`src/rtl/cam_pkg.sv`:
```
// Package for the circular alpha mask core: widths, constants and shared types.
// No dependencies; every other file of the block imports it.
package cam_pkg;

  localparam int unsigned MaxSide    = 4096;
  localparam int unsigned FracBits   = 8;

  localparam int unsigned CfgW       = 13;
  localparam int unsigned PosW       = 12;
  localparam int unsigned ChanW      = 8;
  localparam int unsigned AbsW       = 13;  // |2*pos + 1 - side| <= 8191
  localparam int unsigned SqW        = 27;  // dx^2 + dy^2
  localparam int unsigned RadSqW     = 26;  // r2^2, r2 <= 4096
  localparam int unsigned InsideSqW  = 25;  // sq when inside the circle, <= 2^24
  localparam int unsigned OperandW   = 42;  // (sq << 2*FracBits) padded to even width
  localparam int unsigned RootW      = 21;  // sqrt result, <= 2^20
  localparam int unsigned RemW       = 23;
  localparam int unsigned SqrtSteps  = OperandW / 2;
  localparam int unsigned DiffW      = 10;  // ramp distance in band, <= 3 << FracBits
  localparam int unsigned RecipW     = 19;
  localparam int unsigned ProdW      = DiffW + RecipW;
  localparam int unsigned RampW      = 17;  // ramp before saturation, <= 65536
  localparam int unsigned TW         = 16;

  // floor(x / 3) == (x * RecipThird) >> 20 for x < 2^19; x = diff << 8
  localparam logic [RecipW-1:0] RecipThird = 19'd349526;
  localparam int unsigned       RecipShift = 20 - FracBits;

  localparam logic [CfgW-1:0] SideReset = 13'd64;
  localparam logic [CfgW-1:0] SideMax   = 13'(MaxSide);

  // accept edge to result cycle: 3 front stages, the root chain, 3 back stages
  localparam int unsigned Latency = 3 + SqrtSteps + 3;

  typedef enum logic [0:0] {
    RegImageWidth  = 1'b0,
    RegImageHeight = 1'b1
  } cam_reg_e;

  typedef struct packed {
    logic [PosW-1:0]  column;
    logic [PosW-1:0]  row;
    logic [ChanW-1:0] red_in;
    logic [ChanW-1:0] green_in;
    logic [ChanW-1:0] blue_in;
    logic [ChanW-1:0] alpha_in;
  } cam_pixel_in_t;

  typedef struct packed {
    logic [ChanW-1:0] red_out;
    logic [ChanW-1:0] green_out;
    logic [ChanW-1:0] blue_out;
    logic [ChanW-1:0] alpha_out;
  } cam_pixel_out_t;

  // saturated geometry derived from the config registers
  typedef struct packed {
    logic [CfgW-1:0] width;
    logic [CfgW-1:0] height;
    logic [CfgW-1:0] radius2;
  } cam_geom_t;

  // pixel data and mask decision riding along the pipeline
  typedef struct packed {
    logic [ChanW-1:0] red;
    logic [ChanW-1:0] green;
    logic [ChanW-1:0] blue;
    logic [ChanW-1:0] alpha;
    logic             outside;
    logic             band;
  } cam_side_t;

  // state of the digit-by-digit square root handed from cell to cell
  typedef struct packed {
    logic [OperandW-1:0] operand;
    logic [RootW-1:0]    root;
    logic [RemW-1:0]     rem;
  } cam_sqrt_t;

endpackage

```
`src/rtl/cam_geom.sv`:
```
// Front end: doubled offsets, squared distance and circle/band tests (3 stages).
// Depends on cam_pkg.
module cam_geom import cam_pkg::*; (
  input  logic          clk_i,
  input  logic          rst_ni,
  input  logic          valid_i,
  input  cam_pixel_in_t pixel_i,
  input  cam_geom_t     geom_i,
  output logic          valid_o,
  output cam_sqrt_t     step_o,
  output cam_side_t     side_o
);

  logic [2:0]  valid_q;

  // stage 1: absolute doubled offsets
  logic [AbsW+1:0] dx, dy;
  logic [AbsW-1:0] ax_d, ay_d, ax_q, ay_q;
  cam_side_t       side1_d, side1_q;

  // stage 2: squares
  logic [2*AbsW-1:0] axsq_q, aysq_q;
  logic [RadSqW-1:0] r2sq_q, r2m3sq_q;
  logic [CfgW-1:0]   r2m3;
  cam_side_t         side2_q;

  // stage 3: compares
  logic [SqW-1:0]       sq;
  logic                 outside, band;
  logic [InsideSqW-1:0] sq_in;
  cam_sqrt_t            step_q;
  cam_side_t            side3_d, side3_q;

  always_comb begin
    dx   = {2'b00, pixel_i.column, 1'b1} - {2'b00, geom_i.width};
    dy   = {2'b00, pixel_i.row, 1'b1} - {2'b00, geom_i.height};
    ax_d = dx[AbsW+1] ? AbsW'(-dx) : dx[AbsW-1:0];
    ay_d = dy[AbsW+1] ? AbsW'(-dy) : dy[AbsW-1:0];
    side1_d         = '0;
    side1_d.red     = pixel_i.red_in;
    side1_d.green   = pixel_i.green_in;
    side1_d.blue    = pixel_i.blue_in;
    side1_d.alpha   = pixel_i.alpha_in;
  end

  assign r2m3 = geom_i.radius2 - CfgW'(3);

  always_comb begin
    sq      = SqW'(axsq_q) + SqW'(aysq_q);
    outside = sq > SqW'(r2sq_q);
    band    = !outside && ((geom_i.radius2 < CfgW'(3)) || (sq > SqW'(r2m3sq_q)));
    sq_in   = outside ? '0 : sq[InsideSqW-1:0];
    side3_d         = side2_q;
    side3_d.outside = outside;
    side3_d.band    = band;
  end

  always_ff @(posedge clk_i or negedge rst_ni) begin
    if (!rst_ni) begin
      valid_q <= '0;
    end else begin
      valid_q <= {valid_q[1:0], valid_i};
    end
  end

  always_ff @(posedge clk_i) begin
    ax_q     <= ax_d;
    ay_q     <= ay_d;
    side1_q  <= side1_d;
    axsq_q   <= (2*AbsW)'(ax_q) * (2*AbsW)'(ax_q);
    aysq_q   <= (2*AbsW)'(ay_q) * (2*AbsW)'(ay_q);
    r2sq_q   <= RadSqW'(geom_i.radius2) * RadSqW'(geom_i.radius2);
    r2m3sq_q <= RadSqW'(r2m3) * RadSqW'(r2m3);
    side2_q  <= side1_q;
    step_q.operand   <= {1'b0, sq_in, {(2*FracBits){1'b0}}};
    step_q.root      <= '0;
    step_q.rem       <= '0;
    side3_q          <= side3_d;
  end

  assign valid_o = valid_q[2];
  assign step_o  = step_q;
  assign side_o  = side3_q;

endmodule

```
`src/rtl/cam_sqrt_cell.sv`:
```
// One cell of the square root chain: takes two operand bits, yields one root bit.
// Depends on cam_pkg.
module cam_sqrt_cell import cam_pkg::*; (
  input  logic      clk_i,
  input  logic      rst_ni,
  input  logic      valid_i,
  input  cam_sqrt_t step_i,
  input  cam_side_t side_i,
  output logic      valid_o,
  output cam_sqrt_t step_o,
  output cam_side_t side_o
);

  logic [RemW+1:0] rem_ext, trial, rem_sub;
  logic            take;
  logic            valid_q;
  cam_sqrt_t       step_d, step_q;
  cam_side_t       side_q;

  always_comb begin
    rem_ext = {step_i.rem, step_i.operand[OperandW-1 -: 2]};
    trial   = {{(RemW-RootW){1'b0}}, step_i.root, 2'b01};
    take    = rem_ext >= trial;
    rem_sub = rem_ext - trial;
    step_d.rem     = take ? rem_sub[RemW-1:0] : rem_ext[RemW-1:0];
    step_d.root    = {step_i.root[RootW-2:0], take};
    step_d.operand = {step_i.operand[OperandW-3:0], 2'b00};
  end

  always_ff @(posedge clk_i or negedge rst_ni) begin
    if (!rst_ni) begin
      valid_q <= 1'b0;
    end else begin
      valid_q <= valid_i;
    end
  end

  always_ff @(posedge clk_i) begin
    step_q <= step_d;
    side_q <= side_i;
  end

  assign valid_o = valid_q;
  assign step_o  = step_q;
  assign side_o  = side_q;

endmodule

```
`src/rtl/cam_ramp.sv`:
```
// Back end: edge ramp from the root, alpha scaling and output register (3 stages).
// Depends on cam_pkg.
module cam_ramp import cam_pkg::*; (
  input  logic            clk_i,
  input  logic            rst_ni,
  input  logic            valid_i,
  input  logic [RootW-1:0] root_i,
  input  cam_side_t       side_i,
  input  logic [CfgW-1:0] radius2_i,
  output logic            done_o,
  output cam_pixel_out_t  result_o
);

  logic [RootW-1:0]     rim_dist;
  logic [DiffW-1:0]     diff_q;
  cam_side_t            side1_q, side2_q;
  logic [ProdW-1:0]     prod;
  logic [RampW-1:0]     ramp_q;
  logic [TW-1:0]        t;
  logic [ChanW+TW-1:0]  scaled;
  logic [ChanW-1:0]     alpha_d;
  logic [1:0]           valid_q;
  logic                 done_q;
  cam_pixel_out_t       result_q;

  // in the band the distance to the rim never exceeds 1.5 pixels (3 << FracBits)
  assign rim_dist = {radius2_i, {FracBits{1'b0}}} - root_i;
  assign prod     = ProdW'(diff_q) * ProdW'(RecipThird);

  always_comb begin
    t      = ramp_q[RampW-1] ? {TW{1'b1}} : ramp_q[TW-1:0];
    scaled = (ChanW+TW)'(side2_q.alpha) * (ChanW+TW)'(t);
    if (side2_q.outside) begin
      alpha_d = '0;
    end else if (side2_q.band) begin
      alpha_d = scaled[ChanW+TW-1:TW];
    end else begin
      alpha_d = side2_q.alpha;
    end
  end

  always_ff @(posedge clk_i or negedge rst_ni) begin
    if (!rst_ni) begin
      valid_q <= '0;
      done_q  <= 1'b0;
    end else begin
      valid_q <= {valid_q[0], valid_i};
      done_q  <= valid_q[1];
    end
  end

  always_ff @(posedge clk_i) begin
    diff_q             <= rim_dist[DiffW-1:0];
    side1_q            <= side_i;
    ramp_q             <= prod[RecipShift +: RampW];
    side2_q            <= side1_q;
    result_q.red_out   <= side2_q.red;
    result_q.green_out <= side2_q.green;
    result_q.blue_out  <= side2_q.blue;
    result_q.alpha_out <= alpha_d;
  end

  assign done_o   = done_q;
  assign result_o = result_q;

endmodule

```
`src/rtl/circle_alpha_mask_core.sv`:
```
// Circular alpha mask core: top level with config registers and the root chain.
// Depends on cam_pkg, cam_geom, cam_sqrt_cell and cam_ramp.
//
// Usage:
//   Pixel channel: a pixel (column, row, RGBA) transfers on a rising edge with
//   start high and busy low. busy is always low, so a pixel can be sent on
//   every clock; the core masks one pixel per cycle.
//   Result channel: done_o is high for exactly one cycle with the masked pixel
//   on result_o. The receiver cannot stall; results leave in input order.
//   Pipeline: a pixel passes 3 geometry stages, 21 root cells and 3 ramp
//   stages in turn, and its result transfers while done_o is high. The depth
//   is set by the square root chain: one result bit per cell, 21 bits.
//   Config channel: cfg_valid_i/cfg_ready_o transfer one register (index 0 is
//   image_width, 1 is image_height, 13 bits each). ready is always high. Write
//   only while no pixel is in flight; sides above 4096 are clamped to 4096.
//   Reset: asynchronous, active low; empties the pipeline and sets both sides
//   to 64. No clearing pass is needed.
module circle_alpha_mask_core import cam_pkg::*; (
  input  logic           clk_i,
  input  logic           rst_ni,
  input  logic           start,
  output logic           busy,
  input  cam_pixel_in_t  pixel_i,
  output logic           done_o,
  output cam_pixel_out_t result_o,
  input  logic           cfg_valid_i,
  output logic           cfg_ready_o,
  input  logic           cfg_index_i,
  input  logic [CfgW-1:0] cfg_data_i
);

  logic [CfgW-1:0] width_q, height_q;
  cam_geom_t       geom;
  logic            in_xfer;

  logic      valid_chain [SqrtSteps+1];
  cam_sqrt_t step_chain  [SqrtSteps+1];
  cam_side_t side_chain  [SqrtSteps+1];

  assign busy        = 1'b0;
  assign cfg_ready_o = 1'b1;
  assign in_xfer     = start && !busy;

  // config registers, decoded by index
  always_ff @(posedge clk_i or negedge rst_ni) begin
    if (!rst_ni) begin
      width_q  <= SideReset;
      height_q <= SideReset;
    end else if (cfg_valid_i && cfg_ready_o) begin
      unique case (cam_reg_e'(cfg_index_i))
        RegImageWidth:  width_q  <= cfg_data_i;
        RegImageHeight: height_q <= cfg_data_i;
        default: ;
      endcase
    end
  end

  // user must change config only while idle, unenforced; sides used as clamped
  always_comb begin
    geom.width   = (width_q > SideMax) ? SideMax : width_q;
    geom.height  = (height_q > SideMax) ? SideMax : height_q;
    geom.radius2 = (geom.width < geom.height) ? geom.width : geom.height;
  end

  cam_geom u_geom (
    .clk_i   (clk_i),
    .rst_ni  (rst_ni),
    .valid_i (in_xfer),
    .pixel_i (pixel_i),
    .geom_i  (geom),
    .valid_o (valid_chain[0]),
    .step_o  (step_chain[0]),
    .side_o  (side_chain[0])
  );

  // root chain: each cell resolves one bit of floor(sqrt(sq << 16))
  for (genvar i = 0; i < SqrtSteps; i++) begin : g_cell
    cam_sqrt_cell u_cell (
      .clk_i   (clk_i),
      .rst_ni  (rst_ni),
      .valid_i (valid_chain[i]),
      .step_i  (step_chain[i]),
      .side_i  (side_chain[i]),
      .valid_o (valid_chain[i+1]),
      .step_o  (step_chain[i+1]),
      .side_o  (side_chain[i+1])
    );
  end

  cam_ramp u_ramp (
    .clk_i     (clk_i),
    .rst_ni    (rst_ni),
    .valid_i   (valid_chain[SqrtSteps]),
    .root_i    (step_chain[SqrtSteps].root),
    .side_i    (side_chain[SqrtSteps]),
    .radius2_i (geom.radius2),
    .done_o    (done_o),
    .result_o  (result_o)
  );

`ifndef SYNTHESIS
  // every accepted pixel yields exactly one result, and no result comes without one
  assert property (@(posedge clk_i) disable iff (!rst_ni)
    done_o == $past(start && !busy && rst_ni, Latency))
    else $error("result strobe does not match accepted pixels");

  // the red and blue channels pass through the whole pipeline untouched
  assert property (@(posedge clk_i) disable iff (!rst_ni)
    done_o |-> (result_o.red_out == $past(pixel_i.red_in, Latency)) &&
               (result_o.blue_out == $past(pixel_i.blue_in, Latency)))
    else $error("colour channel altered");

  // the mask only ever lowers opacity
  assert property (@(posedge clk_i) disable iff (!rst_ni)
    done_o |-> result_o.alpha_out <= $past(pixel_i.alpha_in, Latency))
    else $error("alpha raised by mask");
`endif

endmodule
```
`config.mk`:
```
export PLATFORM = sky130hd
export DESIGN_NAME = circle_alpha_mask_core
export DESIGN_NICKNAME = d
export VERILOG_FILES = /design/src/rtl/cam_pkg.sv /design/src/rtl/cam_geom.sv /design/src/rtl/cam_sqrt_cell.sv /design/src/rtl/cam_ramp.sv /design/src/rtl/circle_alpha_mask_core.sv
export SDC_FILE = /design/constraint.sdc
export NUM_CORES = 2
export LEC_CHECK = 0
export BUFFER_PORTS_ARGS = -buffer_cell sky130_fd_sc_hd__buf_2
export CAP_MARGIN = 10
export CORE_ASPECT_RATIO = 1.2
export CORE_MARGIN = 4
export CORE_UTILIZATION = 55
export CTS_BUF_LIST = sky130_fd_sc_hd__clkbuf_8
export CTS_CLUSTER_SIZE = 40
export DETAILED_ROUTE_END_ITERATION = 12
export PLACE_DENSITY = 0.79
export SLEW_MARGIN = 10
export SYNTH_ARGS = -nofsm -noshare
export SYNTH_HDL_FRONTEND = slang
export SYNTH_SLANG_ARGS = --single-unit
export TNS_END_PERCENT = 50
```
`constraint.sdc`:
```
create_clock -name clk_i -period 14.2 [get_ports clk_i]
set_input_delay 0.71 -clock clk_i [delete_from_list [all_inputs] [get_ports clk_i]]
set_output_delay 0.71 -clock clk_i [all_outputs]
set_load 0.005 [all_outputs]
```
# Yosys cells after proc, flatten, opt, wreduce, memory -nomap -nowiden
# Cells that the tools add are included.
# totals
inputBits	74
wordCells	345
regBits	1962
out_inout_bits	35
# op_classes
multipliers	6
mux	27
bitwise_logic	1
n_lt_le_gt_ge	27
n_reduce_logical	5
addsub	27
# ops
op	count
$mux W23	19
$mul A13 B13 Y26	4
$mux W13	5
$gt A27 B26 Y1	2
$mul A10 B18 Y28 const B	1
$sub A13 B13 Y14	2
$add A26 B26 Y27	1
$gt A13 B13 Y1 const B	2
$neg A13 Y13	2
$ge A25 B10 Y1	1
$ge A25 B11 Y1	1
$ge A25 B12 Y1	1
$ge A25 B13 Y1	1
$ge A25 B14 Y1	1
$ge A25 B15 Y1	1
$ge A25 B16 Y1	1
$ge A25 B17 Y1	1
$ge A25 B18 Y1	1
$ge A25 B19 Y1	1
$ge A25 B20 Y1	1
$ge A25 B21 Y1	1
$ge A25 B22 Y1	1
$ge A25 B3 Y1	1
$ge A25 B4 Y1	1
other kinds (39)	40

# Logic depth before layout (Yosys ltp)
# depth
depth_word	7
depth_mapped	46
mapped_depth_nobuf	39

# Hierarchy
# From an unflattened synthesis, not the netlist that was laid out.
# unflattened
hier_cells	11596
hier_area_um2	126173.5
# modules_own_cells
mod	n_inst	seq_area_each_um2	cells_each	area_per_inst_um2
cam_sqrt_cell (g_cell[0].u_cell ...)	11	2387.3	371	4212.8
cam_sqrt_cell (g_cell[1].u_cell ...)	10	2387.3	364	4182.8
cam_geom	1	5059.9	2904	27536.4
cam_ramp	1	2617.5	826	8798.4
circle_alpha_mask_core	1	653.1	145	1670.4

# Worst setup path after synthesis
# No wires, ideal clock.
# synth_timing
path_type	register to register
from	register height_q[12]
to	register u_geom.r2m3sq_q[24]
path_buffers	7
path_slack_ns	4.419
path_stages_with_launch	44
period_less_slack_ns	9.781
setup_ns	0.127
arrival_ns	9.654
required_ns	14.073
cell_sequence	dfrtp_1 -> inv_1 -> clkbuf_1 -> nand2_1 -> ha_1 -> a21o_1 -> a21o_1 -> a21oi_1 -> o21a_1 -> o31a_1 -> buf_4 -> buf_2 -> buf_2 -> buf_2 -> nand2_1 -> o21a_1 -> inv_1 -> buf_2 -> (+8 left out) -> inv_1 -> fa_1 -> fa_1 -> fa_1 -> inv_1 -> fa_1 -> inv_1 -> ha_1 -> and3_1 -> a221oi_1 -> a21bo_2 -> a2111oi_0 -> o21bai_1 -> a21o_1 -> a21o_1 -> a2111oi_0 -> nor3_1 -> xor2_1
# synth_lines
element	line	text
start: declaration	circle_alpha_mask_core.sv:32	logic [CfgW-1:0] width_q, height_q;
start signal: assignment	circle_alpha_mask_core.sv:48	height_q <= SideReset;
start signal: assignment	circle_alpha_mask_core.sv:52	RegImageHeight: height_q <= cfg_data_i;
end signal: assignment	cam_geom.sv:73	r2m3sq_q <= RadSqW'(r2m3) * RadSqW'(r2m3);
end: declaration	cam_geom.sv:23	logic [RadSqW-1:0] r2sq_q, r2m3sq_q;

# Final worst setup path
# layout_timing
from	register height_q[12]
to	register u_geom.r2m3sq_q[24]
# layout_between
elab_chain_cells	6
# layout_rtl
element	line	text
$gt A13 B13 Y1	circle_alpha_mask_core.sv:61	geom.height = (height_q > SideMax) ? SideMax : height_q;
$mux W13 *	circle_alpha_mask_core.sv:61	
$lt A13 B13 Y1	circle_alpha_mask_core.sv:62	geom.radius2 = (geom.width < geom.height) ? geom.width : geom.height;
$mux W13 *	circle_alpha_mask_core.sv:62	
$sub A13 B2 Y13 *	cam_geom.sv:46	assign r2m3 = geom_i.radius2 - CfgW'(3);
$mul A13 B13 Y26 *	cam_geom.sv:73	
# Mark *: on every way between the ends. The rest lies on a longest branch, timed or not.
# A chain may end at the register's enable or synchronous reset.

==> key figures <==
Outcome
  • Result of the run: completed

Critical path
  • Critical Path Max Stage Delay: 0.62 ns
  • Critical path peak fanout: 43
  • Bufs and invs on worst path: 9
  • Critical path capture point type: register
  • Cell at the slowest stage of the critical path: sky130_fd_sc_hd__xnor2_2
  • Kind of critical path: register to register
  • Req. time, crit path: 15.05 ns
  • Top cell family by delay on the critical path: adder cells
  • Crit path arrival time: 11.52 ns
  • Kind of start point of the critical path: register

Clocking
  • Sink count of the clock tree: 1938
  • Skew-Pair Late Insertion Delay: 0.98 ns
  • Clock H-tree levels: 5
  • TritonCTS clock tree: done
  • Maximum root-to-sink buffer count: 4
  • Number of buffers added by the clock tree synthesis step: 305
  • Number of setup buffers added after CTS: 0
  • Clk Tree Root Cell: sky130_fd_sc_hd__clkbuf_8
  • # hold bufs at CTS: 47
  • Clock transition at the register clock pins on the worst setup and hold paths after CTS: 0.06 ns
  • Total of cells resized after clock tree synthesis: 0

Layout
  • Most common cell after layout, fill and taps aside: sky130_fd_sc_hd__dfxtp_1
  • Area grow syn2layout: 11.47%
  • Leading cell types in the layout, fill and taps excluded: sky130_fd_sc_hd__dfxtp_1, sky130_fd_sc_hd__inv_1, sky130_fd_sc_hd__ha_1, sky130_fd_sc_hd__fa_1
  • Share of cells above drive strength 1: 9.150%
  • Count of nets after finishing: 9347
  • Utilization of the core after routing: 61.57%
  • Post-route cell area: 92660 um^2

Routing
  • Detailed-routing iteration count for the pre-antenna-repair pass: 6
  • Total Routed Length: 157200 um
  • Vias post-DR: 52.37k
  • Via-to-Cell Ratio: 5.125
  • Post-route ant nets: 0
  • Detailed-route DRC error count: 0
  • Detailed-route wire length per cell: 15.38 um
  • DRC marker count from the first detailed-route iteration: 2387

Run
  • Maximum Capacitance Violations: 0

Placed design
  • Input/output buffers: 106
  • DPL Wire Length: 117500 um
  • Placed cell area: 85940 um^2
  • Routability congestion estimate from global placement: 0.9142

Yosys
  • Simple-gate portion of the synthesized area: 10.15%
  • Proportion of synthesized area in mux cells: 1.261%
  • Prevailing post-synth register cell: sky130_fd_sc_hd__dfxtp_1
  • Mean instance size in the synthesized netlist: 10.86 um^2
  • Yosys reg bits: 1938
  • Sequential-to-total area share from yosys stat: 47.00%
  • Proportion of register bits with asynchronous set or reset after synthesis: 2.735%
  • Number of instances in the synthesized netlist: 7657
  • Dominant combinational cell family by area after synthesis: adder cells
  • Number of enable flip-flop cells after synthesis: 0
  • Post-Synth XOR/XNOR Area: 5.307%
  • Post-synthesis instance area: 83120 um^2
  • Compound-gate portion of the synthesized area: 7.799%
  • Count of yosys warnings during synthesis: 0
  • Adder and majority cell fraction of the synthesized area: 23.22%
  • Library cells used by synthesis: 90

Timing
  • Transition time of the tightest slew-check pin: 1.222 ns
  • RSZ-0062 raised after global routing: no
  • Hold Violations, Final: 0
  • Maximum clock frequency: 93.71 MHz
  • Final setup viols: 0
  • Min Hold Slack: 0.2633 ns
  • Period utilization: 75.15%
  • Setup total negative slack: 0 ns
  • Slew margin rel.: 17.98%
  • Max-slew violation total from the final report: 0
  • Final critical path time including I/O delays and setup: 10.67 ns
  • Final setup skew: 0.05673 ns

Min path
  • Worst min path class: primary input to register

Floorplanning
  • Die Outline Area: 157400 um^2
  • Site Rows: 156
  • Horizontal die dimension: 362.9 um
  • Number of top-level pins: 109
  • Die outline height: 433.9 um
  • Starting utilization of the core area: 55.24%
  • CORE AREA: 150500 um^2

GRT
  • Number of antenna violations at the first check in global routing: 2
  • Grt total ovfl: 0
  • Global router's overall resource usage: 20.46%
  • Number of global-route vias before repair: 56.15k
  • Maximum number of pins on one net before global-route repair: 54
  • First-pass GRT wire length: 265000 um
==> flip-flops by register name (all words and copies together) (netlist names), 17 cells and up <==
name and count:
u_geom.r2sq_q 25, u_geom.side_o 34, u_geom.aysq_q 25, u_ramp.side1_q 34, u_geom.axsq_q 25, u_geom.side1_q 32
u_geom.side2_q 32, u_ramp.side2_q 34, u_geom.r2m3sq_q 25, g_cell.u_cell.step_o 795, u_ramp.result_o 32, g_cell.u_cell.valid_o 21
u_geom.step_o 25, g_cell.u_cell.side_o 714, u_ramp.ramp_q 17
==> per-stage QoR <==
stage          worst slack, ns  instances
3_5_place_dp             3.476       9659
4_1_cts                  3.472      10220
5_1_grt                  2.689      10220
6_report                 3.529      10220
3_3_place_gp             3.503       9659
2_1_floorplan            4.419       7678
==> path summary, 6_finish.rpt <==
path,start,endpoint,slack (ns),depth (start not counted)
worst max-delay path,height_q[12],u_geom.r2m3sq_q[24],3.53,37
worst min-delay path,pixel_i[45],u_geom.ax_q[2],0.26,3
worst max register to register,height_q[12],u_geom.r2m3sq_q[24],3.53,37
worst min register to register,g_cell[12].u_cell.side_o[15],g_cell[13].u_cell.side_o[15],0.30,0
max in group asynchronous,rst_ni,height_q[3],13.29,3
min in group asynchronous,rst_ni,u_geom.valid_q[0],0.38,3
==> cells in the mapped netlist (all sizes together), types with 36 or more instances <==
cell type	count	area [um^2]
dfxtp	1885	37740
inv	1021	3832
ha	722	9034
fa	513	10270
nand2	439	1655
nor2	436	1637
xnor2	308	2713
a21oi	294	1475
o21ai	257	1297
xor2	194	1699
and2	146	913.4
nor3	146	735.7
clkbuf	110	412.9
nor2b	99	619.3
a21o	96	720.7
nand2b	80	500.5
o21a	79	593.1
mux2	78	878.3
nand3	74	370.4
or3	52	330.3
dfrtp	51	1276
or2	49	306.5
nor4	44	300.3
o31ai	42	330.3
nand4	36	225.2
o21bai	36	274.0
==> routing by layer <==
metal / global-route usage, % / part of all wire [%] / up-vias / routed length (um)
li1: - / - / 25690 / -
met1: 22.07 / 39 / 25200 / 61070
met2: 38.73 / 53 / 1074 / 83310
met3: 3.837 / 4.2 / 401 / 6592
met4: 9.002 / 3.9 / 2 / 6180
met5: 0 / 0.0083 / - / 13
==> cell type report <==
class / count / area (um^2)
Antenna cell: 3 / 7.507
Clock buffer: 361 / 4969
Clock inverter: 148 / 1275
Fill cell: 11820 / 57830
Inverter: 1023 / 3840
Multi-Input combinational cell: 4585 / 39790
Sequential cell: 1938 / 39070
Tap cell: 1975 / 2471
Timing Repair Buffer: 185 / 1241
==> cells by family (layout without fill, tap and decap cells) <==
group	count (synthesis)	count (layout)
compound gates	1018	1018
simple gates	1712	1712
flops	1938	1938
buf+inv	1155	1717
other cells	2	26
xor+xnor	502	502
fa+ha+maj	1235	1235
mux	95	95
==> worst min-delay path: cells and delay by family <==
| family | cells | cell delay (ns) |
|---|---|---|
| xor+xnor | 1 | 0.08 |
| fa+ha+maj | 1 | 0.23 |
| buf+inv | 1 | 0.14 |
Power is left out: the tool's default activity adds up to more than one toggle a clock period on the data nets, which glitch-free logic cannot reach.
